===== config.mk =====
export PLATFORM = sky130hd
export DESIGN_NAME = pwm_soft_start_sequencer_core
export DESIGN_NICKNAME = d
export VERILOG_FILES = /design/src/rtl/core/pwmss_pkg.sv /design/src/rtl/core/pwm_soft_start_sequencer_core.sv
export SDC_FILE = /design/constraint.sdc
export NUM_CORES = 1
export LEC_CHECK = 0
export BUFFER_PORTS_ARGS = -buffer_cell sky130_fd_sc_hd__buf_2
export CORE_MARGIN = 5
export CORE_UTILIZATION = 65
export DETAILED_ROUTE_END_ITERATION = 6
export HOLD_SLACK_MARGIN = 0.03
export PLACE_DENSITY_LB_ADDON = 0.15
export SLEW_MARGIN = 40
export SYNTH_ARGS = -nofsm -noshare
export SYNTH_HDL_FRONTEND = slang
export SYNTH_SLANG_ARGS = --single-unit

===== constraint.sdc =====
create_clock -name i_clk -period 16.5 [get_ports i_clk]
set_input_delay 1.65 -clock i_clk [delete_from_list [all_inputs] [get_ports i_clk]]
set_output_delay 1.65 -clock i_clk [all_outputs]
set_load 0.03 [all_outputs]

===== src/rtl/core/pwmss_pkg.sv =====
// Package for the PWM soft-start sequencer: item codes, phase type,
// register indexes, reset values and field widths. No dependencies.
package pwmss_pkg;

    localparam int PERIOD_W   = 16;
    localparam int DEADTIME_W = 10;
    localparam int COUNT_W    = 16;
    localparam int CFG_ADDR_W = 3;
    localparam int CFG_DATA_W = 16;
    localparam int S_DATA_W   = 24;
    localparam int S_USER_W   = 2;
    localparam int OUT_W      = 77;
    localparam int M_DATA_W   = 80;

    localparam logic [PERIOD_W-1:0] BURST_THRESHOLD = PERIOD_W'(400);
    localparam logic [PERIOD_W-1:0] PERIOD_FLOOR    = PERIOD_W'(2);

    localparam logic [PERIOD_W-1:0]   RST_PERIOD_START   = PERIOD_W'(399);
    localparam logic [PERIOD_W-1:0]   RST_PERIOD_FINAL   = PERIOD_W'(428);
    localparam logic [PERIOD_W-1:0]   RST_PERIOD_STEP    = PERIOD_W'(1);
    localparam logic [DEADTIME_W-1:0] RST_DEADTIME_START = DEADTIME_W'(190);
    localparam logic [DEADTIME_W-1:0] RST_DEADTIME_FINAL = DEADTIME_W'(36);
    localparam logic [DEADTIME_W-1:0] RST_DEADTIME_STEP  = DEADTIME_W'(1);
    localparam logic [COUNT_W-1:0]    RST_WAIT_TICKS     = COUNT_W'(20);

    // item kinds
    localparam logic [1:0] OP_SLOW  = 2'd0;
    localparam logic [1:0] OP_FAST  = 2'd1;
    localparam logic [1:0] OP_BEGIN = 2'd2;

    // PWM commands
    localparam logic [1:0] CMD_NONE    = 2'd0;
    localparam logic [1:0] CMD_START   = 2'd1;
    localparam logic [1:0] CMD_BURST   = 2'd2;
    localparam logic [1:0] CMD_RESTART = 2'd3;

    // abort reasons
    localparam logic [1:0] ABORT_NONE = 2'd0;
    localparam logic [1:0] ABORT_COMP = 2'd1;
    localparam logic [1:0] ABORT_CFG  = 2'd2;

    // configuration register indexes
    localparam logic [CFG_ADDR_W-1:0] REG_PERIOD_START   = 3'd0;
    localparam logic [CFG_ADDR_W-1:0] REG_PERIOD_FINAL   = 3'd1;
    localparam logic [CFG_ADDR_W-1:0] REG_PERIOD_STEP    = 3'd2;
    localparam logic [CFG_ADDR_W-1:0] REG_DEADTIME_START = 3'd3;
    localparam logic [CFG_ADDR_W-1:0] REG_DEADTIME_FINAL = 3'd4;
    localparam logic [CFG_ADDR_W-1:0] REG_DEADTIME_STEP  = 3'd5;
    localparam logic [CFG_ADDR_W-1:0] REG_WAIT_TICKS     = 3'd6;
    localparam logic [CFG_ADDR_W-1:0] REG_BURST_ENABLE   = 3'd7;

    typedef enum logic [2:0] {
        PH_INIT  = 3'd0,
        PH_WAIT  = 3'd1,
        PH_RAMP  = 3'd2,
        PH_FINAL = 3'd3,
        PH_DONE  = 3'd4,
        PH_ABORT = 3'd5
    } t_phase;

endpackage


===== src/rtl/core/pwm_soft_start_sequencer_core.sv =====
// Top level of the PWM soft-start sequencer: input register, sequencing
// logic, result register and configuration registers. Uses pwmss_pkg.

// One result per input item. A transfer is taken every cycle when the result
// side keeps up. An item waits in the input register until the result register
// is free or being taken, and its result is then registered there. All sequencer
// state (phase, wait counter, ramped limit and dead-time, burst and commit
// flags) updates in the cycle an item moves from the input register to the
// result register, so each item sees the state left by the one before it.
// Configuration writes take effect on the next clock; begin items clear the
// burst enable register unless a configuration write comes in the same cycle.
module pwm_soft_start_sequencer_core (
    input  logic                                i_clk,
    input  logic                                i_rst_n,
    input  logic                                s_axis_tvalid,
    output logic                                s_axis_tready,
    // [0] in_soft_start, [16:1] req_period, [17] comparator_ok,
    // [18] prepare_ok, [19] pwm_running, [20] fault_present, [21] write_ok
    input  logic [pwmss_pkg::S_DATA_W-1:0]      s_axis_tdata,
    // [1:0] op
    input  logic [pwmss_pkg::S_USER_W-1:0]      s_axis_tuser,
    output logic                                m_axis_tvalid,
    input  logic                                m_axis_tready,
    // [2:0] phase, [18:3] ramp_limit, [34:19] applied_period,
    // [44:35] deadtime, [46:45] pwm_command, [47] write_valid,
    // [63:48] write_period, [73:64] write_deadtime, [75:74] abort_reason,
    // [76] run_request
    output logic [pwmss_pkg::M_DATA_W-1:0]      m_axis_tdata,
    input  logic                                i_cfg_we,
    input  logic [pwmss_pkg::CFG_ADDR_W-1:0]    i_cfg_addr,
    input  logic [pwmss_pkg::CFG_DATA_W-1:0]    i_cfg_wdata
);
    import pwmss_pkg::*;

    // configuration
    logic [PERIOD_W-1:0]   r_period_start, r_period_final, r_period_step;
    logic [DEADTIME_W-1:0] r_deadtime_start, r_deadtime_final, r_deadtime_step;
    logic [COUNT_W-1:0]    r_wait_ticks;
    logic                  r_burst_enable, n_burst_enable;

    // input register
    logic                  r_in_valid;
    logic [S_DATA_W-1:0]   r_in_data;
    logic [S_USER_W-1:0]   r_in_op;

    // sequencer state
    t_phase                r_phase, n_phase;
    logic [COUNT_W-1:0]    r_wait_count, n_wait_count;
    logic [PERIOD_W-1:0]   r_limit, n_limit;
    logic [DEADTIME_W-1:0] r_deadtime, n_deadtime;
    logic                  r_burst_active, n_burst_active;
    logic                  r_final_pending, n_final_pending;
    logic                  r_final_done, n_final_done;

    // result register
    logic                  r_out_valid;
    logic [OUT_W-1:0]      r_out_data, n_out_data;

    logic                  w_proc;
    logic                  w_soft, w_comp_ok, w_prep_ok, w_running, w_fault, w_wr_ok;
    logic [PERIOD_W-1:0]   w_req_raw, w_req, w_min, w_applied;
    logic [PERIOD_W:0]     w_lim_sum;
    logic [PERIOD_W-1:0]   w_lim_ramp;
    logic [DEADTIME_W-1:0] w_dt_dec, w_dt_ramp;
    logic [COUNT_W-1:0]    w_wait_inc;
    logic                  w_eff;
    logic [1:0]            w_cmd, w_reason;
    logic                  w_run, w_wvalid;
    logic [PERIOD_W-1:0]   w_wper;
    logic [DEADTIME_W-1:0] w_wdt;

    assign w_proc        = r_in_valid && (!r_out_valid || m_axis_tready);
    assign s_axis_tready = !r_in_valid || w_proc;
    assign m_axis_tvalid = r_out_valid;
    assign m_axis_tdata  = {(M_DATA_W - OUT_W)'(0), r_out_data};

    assign w_soft    = r_in_data[0];
    assign w_req_raw = r_in_data[16:1];
    assign w_comp_ok = r_in_data[17];
    assign w_prep_ok = r_in_data[18];
    assign w_running = r_in_data[19];
    assign w_fault   = r_in_data[20];
    assign w_wr_ok   = r_in_data[21];

    // ramp step values
    assign w_lim_sum  = {1'b0, r_limit} + {1'b0, r_period_step};
    assign w_wait_inc = r_wait_count + COUNT_W'(1);

    always_comb begin
        w_lim_ramp = r_limit;
        if (r_limit < r_period_final) begin
            w_lim_ramp = (w_lim_sum > {1'b0, r_period_final}) ? r_period_final
                                                               : w_lim_sum[PERIOD_W-1:0];
        end
    end

    always_comb begin
        w_dt_dec  = (r_deadtime >= r_deadtime_step) ? (r_deadtime - r_deadtime_step)
                                                    : r_deadtime_final;
        w_dt_ramp = r_deadtime;
        if (r_deadtime > r_deadtime_final) begin
            w_dt_ramp = (w_dt_dec < r_deadtime_final) ? r_deadtime_final : w_dt_dec;
        end
    end

    // next state and result
    always_comb begin
        n_phase         = r_phase;
        n_wait_count    = r_wait_count;
        n_limit         = r_limit;
        n_deadtime      = r_deadtime;
        n_burst_active  = r_burst_active;
        n_final_pending = r_final_pending;
        n_final_done    = r_final_done;
        n_burst_enable  = r_burst_enable;
        w_cmd           = CMD_NONE;
        w_reason        = ABORT_NONE;
        w_run           = 1'b0;
        w_wvalid        = 1'b0;
        w_wper          = '0;
        w_wdt           = '0;
        w_eff           = w_running;

        if (r_in_op == OP_BEGIN) begin
            n_phase         = PH_INIT;
            n_wait_count    = '0;
            n_limit         = r_period_start;
            n_deadtime      = r_deadtime_start;
            n_burst_active  = 1'b0;
            n_final_pending = 1'b0;
            n_final_done    = 1'b0;
            n_burst_enable  = 1'b0;
        end else if (r_in_op == OP_SLOW && w_soft) begin
            unique case (r_phase)
                PH_INIT: begin
                    n_phase = PH_WAIT;
                end
                PH_WAIT: begin
                    n_wait_count = w_wait_inc;
                    if (w_wait_inc >= r_wait_ticks) begin
                        n_wait_count = '0;
                        if (!w_comp_ok) begin
                            w_reason = ABORT_COMP;
                            n_phase  = PH_ABORT;
                        end else if (!w_prep_ok) begin
                            w_reason = ABORT_CFG;
                            n_phase  = PH_ABORT;
                        end else begin
                            w_cmd   = CMD_START;
                            n_phase = PH_RAMP;
                        end
                    end
                end
                PH_RAMP: begin
                    n_limit    = w_lim_ramp;
                    n_deadtime = w_dt_ramp;
                    if (w_lim_ramp >= r_period_final && w_dt_ramp <= r_deadtime_final) begin
                        n_phase = PH_FINAL;
                    end
                end
                PH_FINAL: begin
                    if (r_final_done && w_running && !w_fault) begin
                        n_phase = PH_DONE;
                        w_run   = 1'b1;
                    end
                end
                default: begin
                end
            endcase
        end

        w_req     = (w_req_raw == '0) ? r_period_start : w_req_raw;
        w_min     = (w_req < n_limit) ? w_req : n_limit;
        w_applied = (w_min < PERIOD_FLOOR) ? PERIOD_FLOOR : w_min;

        if (r_in_op == OP_FAST && w_soft) begin
            if (r_burst_enable) begin
                if (w_req_raw < BURST_THRESHOLD && w_running) begin
                    if (!r_burst_active) begin
                        w_cmd          = CMD_BURST;
                        n_burst_active = 1'b1;
                        w_eff          = 1'b0;
                    end
                end else if (r_burst_active) begin
                    w_cmd          = CMD_RESTART;
                    n_burst_active = 1'b0;
                    w_eff          = 1'b1;
                end
            end
            if (w_eff) begin
                w_wvalid = 1'b1;
                if (r_phase == PH_FINAL) begin
                    w_wper = r_period_final;
                    w_wdt  = r_deadtime_final;
                    if (w_wr_ok) begin
                        if (!r_final_pending) begin
                            n_final_pending = 1'b1;
                        end else begin
                            n_final_done = 1'b1;
                        end
                    end
                end else begin
                    w_wper = w_applied;
                    w_wdt  = r_deadtime;
                end
            end
        end

        n_out_data = {w_run, w_reason, w_wdt, w_wper, w_wvalid, w_cmd,
                      n_deadtime, w_applied, n_limit, 3'(n_phase)};
    end

    always_ff @(posedge i_clk) begin
        if (!i_rst_n) begin
            r_in_valid <= 1'b0;
        end else if (s_axis_tvalid && s_axis_tready) begin
            r_in_valid <= 1'b1;
        end else if (w_proc) begin
            r_in_valid <= 1'b0;
        end
    end

    always_ff @(posedge i_clk) begin
        if (s_axis_tvalid && s_axis_tready) begin
            r_in_data <= s_axis_tdata;
            r_in_op   <= s_axis_tuser;
        end
    end

    always_ff @(posedge i_clk) begin
        if (!i_rst_n) begin
            r_out_valid <= 1'b0;
        end else if (w_proc) begin
            r_out_valid <= 1'b1;
        end else if (m_axis_tready) begin
            r_out_valid <= 1'b0;
        end
    end

    always_ff @(posedge i_clk) begin
        if (w_proc) begin
            r_out_data <= n_out_data;
        end
    end

    always_ff @(posedge i_clk) begin
        if (!i_rst_n) begin
            r_phase         <= PH_INIT;
            r_wait_count    <= '0;
            r_limit         <= RST_PERIOD_START;
            r_deadtime      <= RST_DEADTIME_START;
            r_burst_active  <= 1'b0;
            r_final_pending <= 1'b0;
            r_final_done    <= 1'b0;
        end else if (w_proc) begin
            r_phase         <= n_phase;
            r_wait_count    <= n_wait_count;
            r_limit         <= n_limit;
            r_deadtime      <= n_deadtime;
            r_burst_active  <= n_burst_active;
            r_final_pending <= n_final_pending;
            r_final_done    <= n_final_done;
        end
    end

    always_ff @(posedge i_clk) begin
        if (!i_rst_n) begin
            r_period_start   <= RST_PERIOD_START;
            r_period_final   <= RST_PERIOD_FINAL;
            r_period_step    <= RST_PERIOD_STEP;
            r_deadtime_start <= RST_DEADTIME_START;
            r_deadtime_final <= RST_DEADTIME_FINAL;
            r_deadtime_step  <= RST_DEADTIME_STEP;
            r_wait_ticks     <= RST_WAIT_TICKS;
            r_burst_enable   <= 1'b0;
        end else if (i_cfg_we) begin
            unique case (i_cfg_addr)
                REG_PERIOD_START:   r_period_start   <= i_cfg_wdata;
                REG_PERIOD_FINAL:   r_period_final   <= i_cfg_wdata;
                REG_PERIOD_STEP:    r_period_step    <= i_cfg_wdata;
                REG_DEADTIME_START: r_deadtime_start <= i_cfg_wdata[DEADTIME_W-1:0];
                REG_DEADTIME_FINAL: r_deadtime_final <= i_cfg_wdata[DEADTIME_W-1:0];
                REG_DEADTIME_STEP:  r_deadtime_step  <= i_cfg_wdata[DEADTIME_W-1:0];
                REG_WAIT_TICKS:     r_wait_ticks     <= i_cfg_wdata;
                REG_BURST_ENABLE:   r_burst_enable   <= i_cfg_wdata[0];
                default: begin
                end
            endcase
        end else if (w_proc) begin
            r_burst_enable <= n_burst_enable;
        end
    end

endmodule


Yosys cells after proc, flatten, opt, wreduce, memory -nomap -nowiden

Cells that the tools add are included.

Eq/ne operators: 13
Bitwise operators: 5
Reduce and logical (&&, ||, !) cells: 36
Multiplexer cells: 74
Add/sub/neg operators: 3
$lt $le $gt $ge: 11

Operators with widths:

| cell                    | count |
|---|---|
| $mux W16                | 13 |
| $mux W10                | 7 |
| $mux W1                 | 40 |
| $ge A16 B16 Y1          | 2 |
| $lt A16 B16 Y1          | 2 |
| $mux W3                 | 7 |
| $add A16 B16 Y17        | 1 |
| $gt A17 B16 Y1          | 1 |
| $add A16 B1 Y16 const B | 1 |
| $logic_not A16 Y1       | 1 |
| $lt A16 B2 Y1 const B   | 1 |
| $lt A16 B9 Y1 const B   | 1 |
| $reduce_and A2 Y1       | 8 |
| $eq A3 B2 Y1 const B    | 4 |
| $eq A3 B3 Y1 const B    | 4 |
| $mux W2                 | 6 |
| $pmux W3 S4             | 1 |
| $reduce_bool A2 Y1      | 6 |
| $ge A10 B10 Y1          | 1 |
| $gt A10 B10 Y1          | 1 |
| $le A10 B10 Y1          | 1 |
| $lt A10 B10 Y1          | 1 |
| $sub A10 B10 Y10        | 1 |
| $logic_and A1 B1 Y1     | 8 |
| 13 further kinds        | 23 |

Register bits after elaboration: 246
Output and inout bits: 82
Bits of input ports: 50
Word-level logic and storage cells: 167

Longest topological paths before layout

Depth in word-level cells: 12
Depth in mapped cells: 33
Depth with buffers taken out: 31

Least setup slack after synthesis

Ideal clock, no wire load.

Path kind: register to register
Start: register r_limit[0]
End: register r_out_data[48], data pin
Setup time: 0.257 ns
Path buffers: 2
Clock period less this slack: 6.949 ns
Setup slack: 9.551 ns
Arrival: 6.692 ns
Stages on the path, launching flop included: 28
Required time: 16.243 ns
Path through: dfxtp_1 ha_1 fa_1 a211oi_1 o211ai_1 a31oi_1 o21ai_0 xor2_1 ha_1 nand4_1 or4_1 nand2_1 nand2_1 a311oi_4 buf_2 mux2_2 a21oi_1 ha_1 and4_1 nor2b_1 a221oi_1 o21ai_0 o41ai_4 buf_6 nand4_1 o31ai_1 o221ai_2 a32o_1

Longest elaborated chain between the ends: 12
Elaborated cells on any way between the ends: 13
Those cells by class: add/sub: 1; order compare: 4; mux: 8

Ends and longest elaborated chain:

| element                | line                                 | source |
|---|---|---|
| start, declared        | pwm_soft_start_sequencer_core.sv:49  | `logic [PERIOD_W-1:0] r_limit, n_limit;` |
| start signal, assigned | pwm_soft_start_sequencer_core.sv:258 | `r_limit <= n_limit;` |
| $add A16 B16 Y17       | pwm_soft_start_sequencer_core.sv:86  | `assign w_lim_sum = {1'b0, r_limit} + {1'b0, r_period_step};` |
| $gt A17 B16 Y1         | pwm_soft_start_sequencer_core.sv:92  | `w_lim_ramp = (w_lim_sum > {1'b0, r_period_final}) ? r_period_final` |
| $mux W16               | pwm_soft_start_sequencer_core.sv:92  |  |
| $mux W16               | pwm_soft_start_sequencer_core.sv:91  | `if (r_limit < r_period_final) begin` |
| $mux W16               | pwm_soft_start_sequencer_core.sv:134 | `unique case (r_phase)` |
| $mux W16 *             | pwm_soft_start_sequencer_core.sv:133 | `end else if (r_in_op == OP_SLOW && w_soft) begin` |
| $mux W16 *             | pwm_soft_start_sequencer_core.sv:124 | `if (r_in_op == OP_BEGIN) begin` |
| $lt A16 B16 Y1         | pwm_soft_start_sequencer_core.sv:173 | `w_min = (w_req < n_limit) ? w_req : n_limit;` |
| $mux W16 *             | pwm_soft_start_sequencer_core.sv:173 |  |
| $lt A16 B2 Y1          | pwm_soft_start_sequencer_core.sv:174 | `w_applied = (w_min < PERIOD_FLOOR) ? PERIOD_FLOOR : w_min;` |
| $mux W16 *             | pwm_soft_start_sequencer_core.sv:174 |  |
| $mux W16 *             | pwm_soft_start_sequencer_core.sv:192 | `if (r_phase == PH_FINAL) begin` |
| end signal, assigned   | pwm_soft_start_sequencer_core.sv:242 | `r_out_data <= n_out_data;` |
| end, declared          | pwm_soft_start_sequencer_core.sv:57  | `logic [OUT_W-1:0] r_out_data, n_out_data;` |

Every way passes the cells marked *; elsewhere a longest branch is shown, timed or not.
A chain may end at the register's enable or synchronous reset.

Worst setup path in the final report

Start: register r_limit[0]
End: register r_out_data[48], data pin

Longest elaborated chain between the ends: 12
Elaborated cells on any way between the ends: 13
Those cells by class: add/sub: 1; order compare: 4; mux: 8

Ends and longest elaborated chain:

| element          | line |
|---|---|
| $add A16 B16 Y17 | pwm_soft_start_sequencer_core.sv:86 |
| $gt A17 B16 Y1   | pwm_soft_start_sequencer_core.sv:92 |
| $mux W16         | pwm_soft_start_sequencer_core.sv:92 |
| $mux W16 *       | pwm_soft_start_sequencer_core.sv:91 |
| $mux W16 *       | pwm_soft_start_sequencer_core.sv:134 |
| $mux W16 *       | pwm_soft_start_sequencer_core.sv:133 |
| $mux W16 *       | pwm_soft_start_sequencer_core.sv:124 |
| via n_limit[9]   | pwm_soft_start_sequencer_core.sv:49 |
| $lt A16 B16 Y1   | pwm_soft_start_sequencer_core.sv:173 |
| $mux W16 *       | pwm_soft_start_sequencer_core.sv:173 |
| $lt A16 B2 Y1    | pwm_soft_start_sequencer_core.sv:174 |
| $mux W16 *       | pwm_soft_start_sequencer_core.sv:174 |
| $mux W16 *       | pwm_soft_start_sequencer_core.sv:192 |

Mark *: on every way through the listed nets, which the timed path passes. The rest lies on a longest branch.

==> results.yml <==
clock_tree:
  cts_tree: "done"
  cts-root-buf: "clkbuf_16"
  worst_skew_pair.late_latency_ps: 550
  cts_hold_buf: 0
  clk_pin_slew_ps: 60
  cts_setup_buffers: 0
  htreeDepth: 1
  clockBufferDepth: 3
  cts_buffers: 26
  cts_resized: 0
  cts.sinks: 246
synthesis:
  syn_area_um2: 14560
  synth_largest_area_cell: "edfxtp_1"
  synth_cell_types: 76
  avgSynthCellArea_um2: 8.902
  yosysWarnings: 0
  ys_top_cells_by_count: "334 x nand2_1, 145 x dfxtp_1, 134 x ha_1, 108 x a21oi_1, 101 x edfxtp_1"
  synth.most_common_cell: "nand2_1"
  yosys_register_bits: 246
  synth_cells: 1636
  synth_enable_flop_cells: 101
  async_reset_ff_share_pct: 0
  ys_seq_area_share_pct: 40.76
  synth_top_area_share_pct: 20.82
  synth_ff_type: "dfxtp_1"
  netlist_top_cells_area: "edfxtp_1 21%, dfxtp_1 20%, ha_1 12%"
worst_setup_path:
  critPathMaxStageDelay_ps: 600
  crit_required_ps: 16790
  cp_max_fo: 25
  rrSetupSlack_ps: 8350
  crit_arrival_ps: 8450
  worst_setup_path_start_kind: "flop"
  critPathSlowestCell: "a311oi_4"
  critPathCaptureType: "flop"
  critPathKind: "reg -> reg"
sta:
  max_freq_ghz: 0.1226
  rsz0062_at_grt: "no"
  worst_pin_slew_ps: 798.4
  finalSetupViolations: 0
  final.setup.tns_ps: 0
  timing.hold.ws_ps: 463.2
  clock_skew_ps: 15.08
  maxSlewHeadroom_pct: 46.57
  period_share_pct: 49.42
  fin_crit_ps: 8154
  hold_violations: 0
  slew_violations: 0
detailed_routing:
  drt_iter0_drc: 1274
  drc: 0
  wl_per_cell_um: 19.95
  dr.pass1.iters: 6
  via_count: 12790
  drt-vias-per-instance: 6.254
  drtAntennaViolNets: 0
  drt_wl_total_um: 40790
pwr:
  p_per_area_nw_per_um2: 98.95
  p_leak_uw: 0.007000
  vdd_drop_max_uv: 87.88
floorplan:
  num_rows: 54
  die_area_um2: 25500
  num_io_pins: 132
  die_w_um: 159.7
  start_util_pct: 66.32
  core_region_area_um2: 21960
  die_y_um: 159.7
final_layout:
  synthToLayoutAreaGrowth_pct: 12.07
  fin_nets: 1930
  nFillCells: 1630
  drive_gt1_share_pct: 13.49
  fin_util_pct: 74.33
  fin_cells: 2045
global_route:
  antenna_found_initial: 2
  grt_pass1_wl_um: 64490
  track_usage_pct: 31.00
  grt_pass1_vias: 11990
  grt_overflow_total: 0
  grt_max_degree: 105
placed_design:
  dp_hpwl_um: 29960
  place_inst: 1996
  portBuffers: 126
  gp_congestion: 0.9615
hold_path:
  hold_path.class: "reg -> reg"
outcome:
  outcome: "finished clean"
flow_run:
  cap_violations: 0
[path summary, 6_finish.rpt]
kind | cells past startpoint | end | startpoint
min | 2 | r_deadtime_step[8] | r_deadtime_step[8]
max | 29 | r_out_data[48] | r_limit[0]
min reg2reg | 2 | r_deadtime_step[8] | r_deadtime_step[8]
max reg2reg | 29 | r_out_data[48] | r_limit[0]
[cells by family (layout without fill, tap and decap cells)]
family	count (synthesis)	after routing	share of synthesized area, %
adder cells (fa/ha/maj)	136	136	11.79
AND/OR/NAND/NOR	590	590	17.79
AO/OA/AOI/OAI	407	407	19.11
other	1	4	0.02575
buffers and inverters	167	293	4.459
XOR/XNOR	33	33	1.985
multiplexers	56	56	4.089
flip-flops	246	246	40.76
[power breakdown]
part	switching, uW	internal [uW]
clock	248	341
sequential	18.7	659
combinational	211	138
[metal layers]
metal  track usage [%]  wire, um  vias up
met5                 0        13        -
met4             7.377       946        2
met3             6.727      4655       73
met2             47.04     17530      658
met1             45.62     17650     6017
li1                  -         -     6040
[layout by cell type, fill, tap and decap left out, types with 5 or more instances in the layout]
cell,Yosys,routed
a211oi_1,11,11
a21boi_0,77,77
a21o_1,48,48
a21oi_1,108,108
a221oi_1,6,6
a22oi_1,13,13
a31oi_1,10,10
and2_1,6,5
and3_1,12,12
buf_2,2,126
buf_4,3,23
clkbuf_16,0,26
clkinv_2,0,9
dfxtp_1,145,145
edfxtp_1,101,101
ha_1,134,134
inv_1,93,92
mux2_2,26,26
mux2i_1,28,28
nand2_1,334,333
nand2b_1,9,9
nand3_1,42,42
nand4_1,17,17
nor2_1,87,85
nor2b_1,25,25
nor3_1,21,21
nor4_1,8,8
o211a_1,7,7
o211ai_1,25,25
o21a_1,9,8
o21ai_0,41,41
o21bai_1,5,5
o221ai_1,5,5
o31ai_1,7,7
or3_1,8,8
xnor2_1,13,13
xor2_1,20,20
[sequential cells by signal (all words and copies together), names as in the netlist, 16 cells and up]
register / count
r_wait_count: 16
r_out_data: 77
r_in_data: 22
r_period_step: 16
r_limit: 16
r_period_final: 16
r_period_start: 16
r_wait_ticks: 16
[stage by stage]
step | cell area [um2] | total power [uW] | setup slack, ps
4_1_cts | 16320 | 1615 | 8417
2_1_floorplan | 14570 | 936.4 | 9551
3_3_place_gp | 15430 | 1019 | 8269
6_report | 16320 | 1615 | 8346
5_1_grt | 16320 | 1683 | 7837
3_5_place_dp | 15460 | 1030 | 8461
[worst max-delay path: cells and delay by family, from the launching register on]
kind | cells | cell delay (ps)
compound gates | 12 | 3400
simple gates | 8 | 1690
fa+ha+maj | 4 | 1310
buf+inv | 3 | 780
flops | 1 | 390
xor+xnor | 1 | 180
mux | 1 | 150
[final cells by class]
type                       count  area, um2  area share (%)
multi-input combinational   1225       8000           49.01
sequential                   246       5936           36.37
timing repair buffer         150      814.5           4.990
clock buffer                  29      671.9           4.117
inverter                      95      359.1           2.200
tap                          280      350.3           2.146
clock inverter                19      187.7           1.150
antenna                        1      2.502         0.01533
Power figures use the tool's default switching activity.
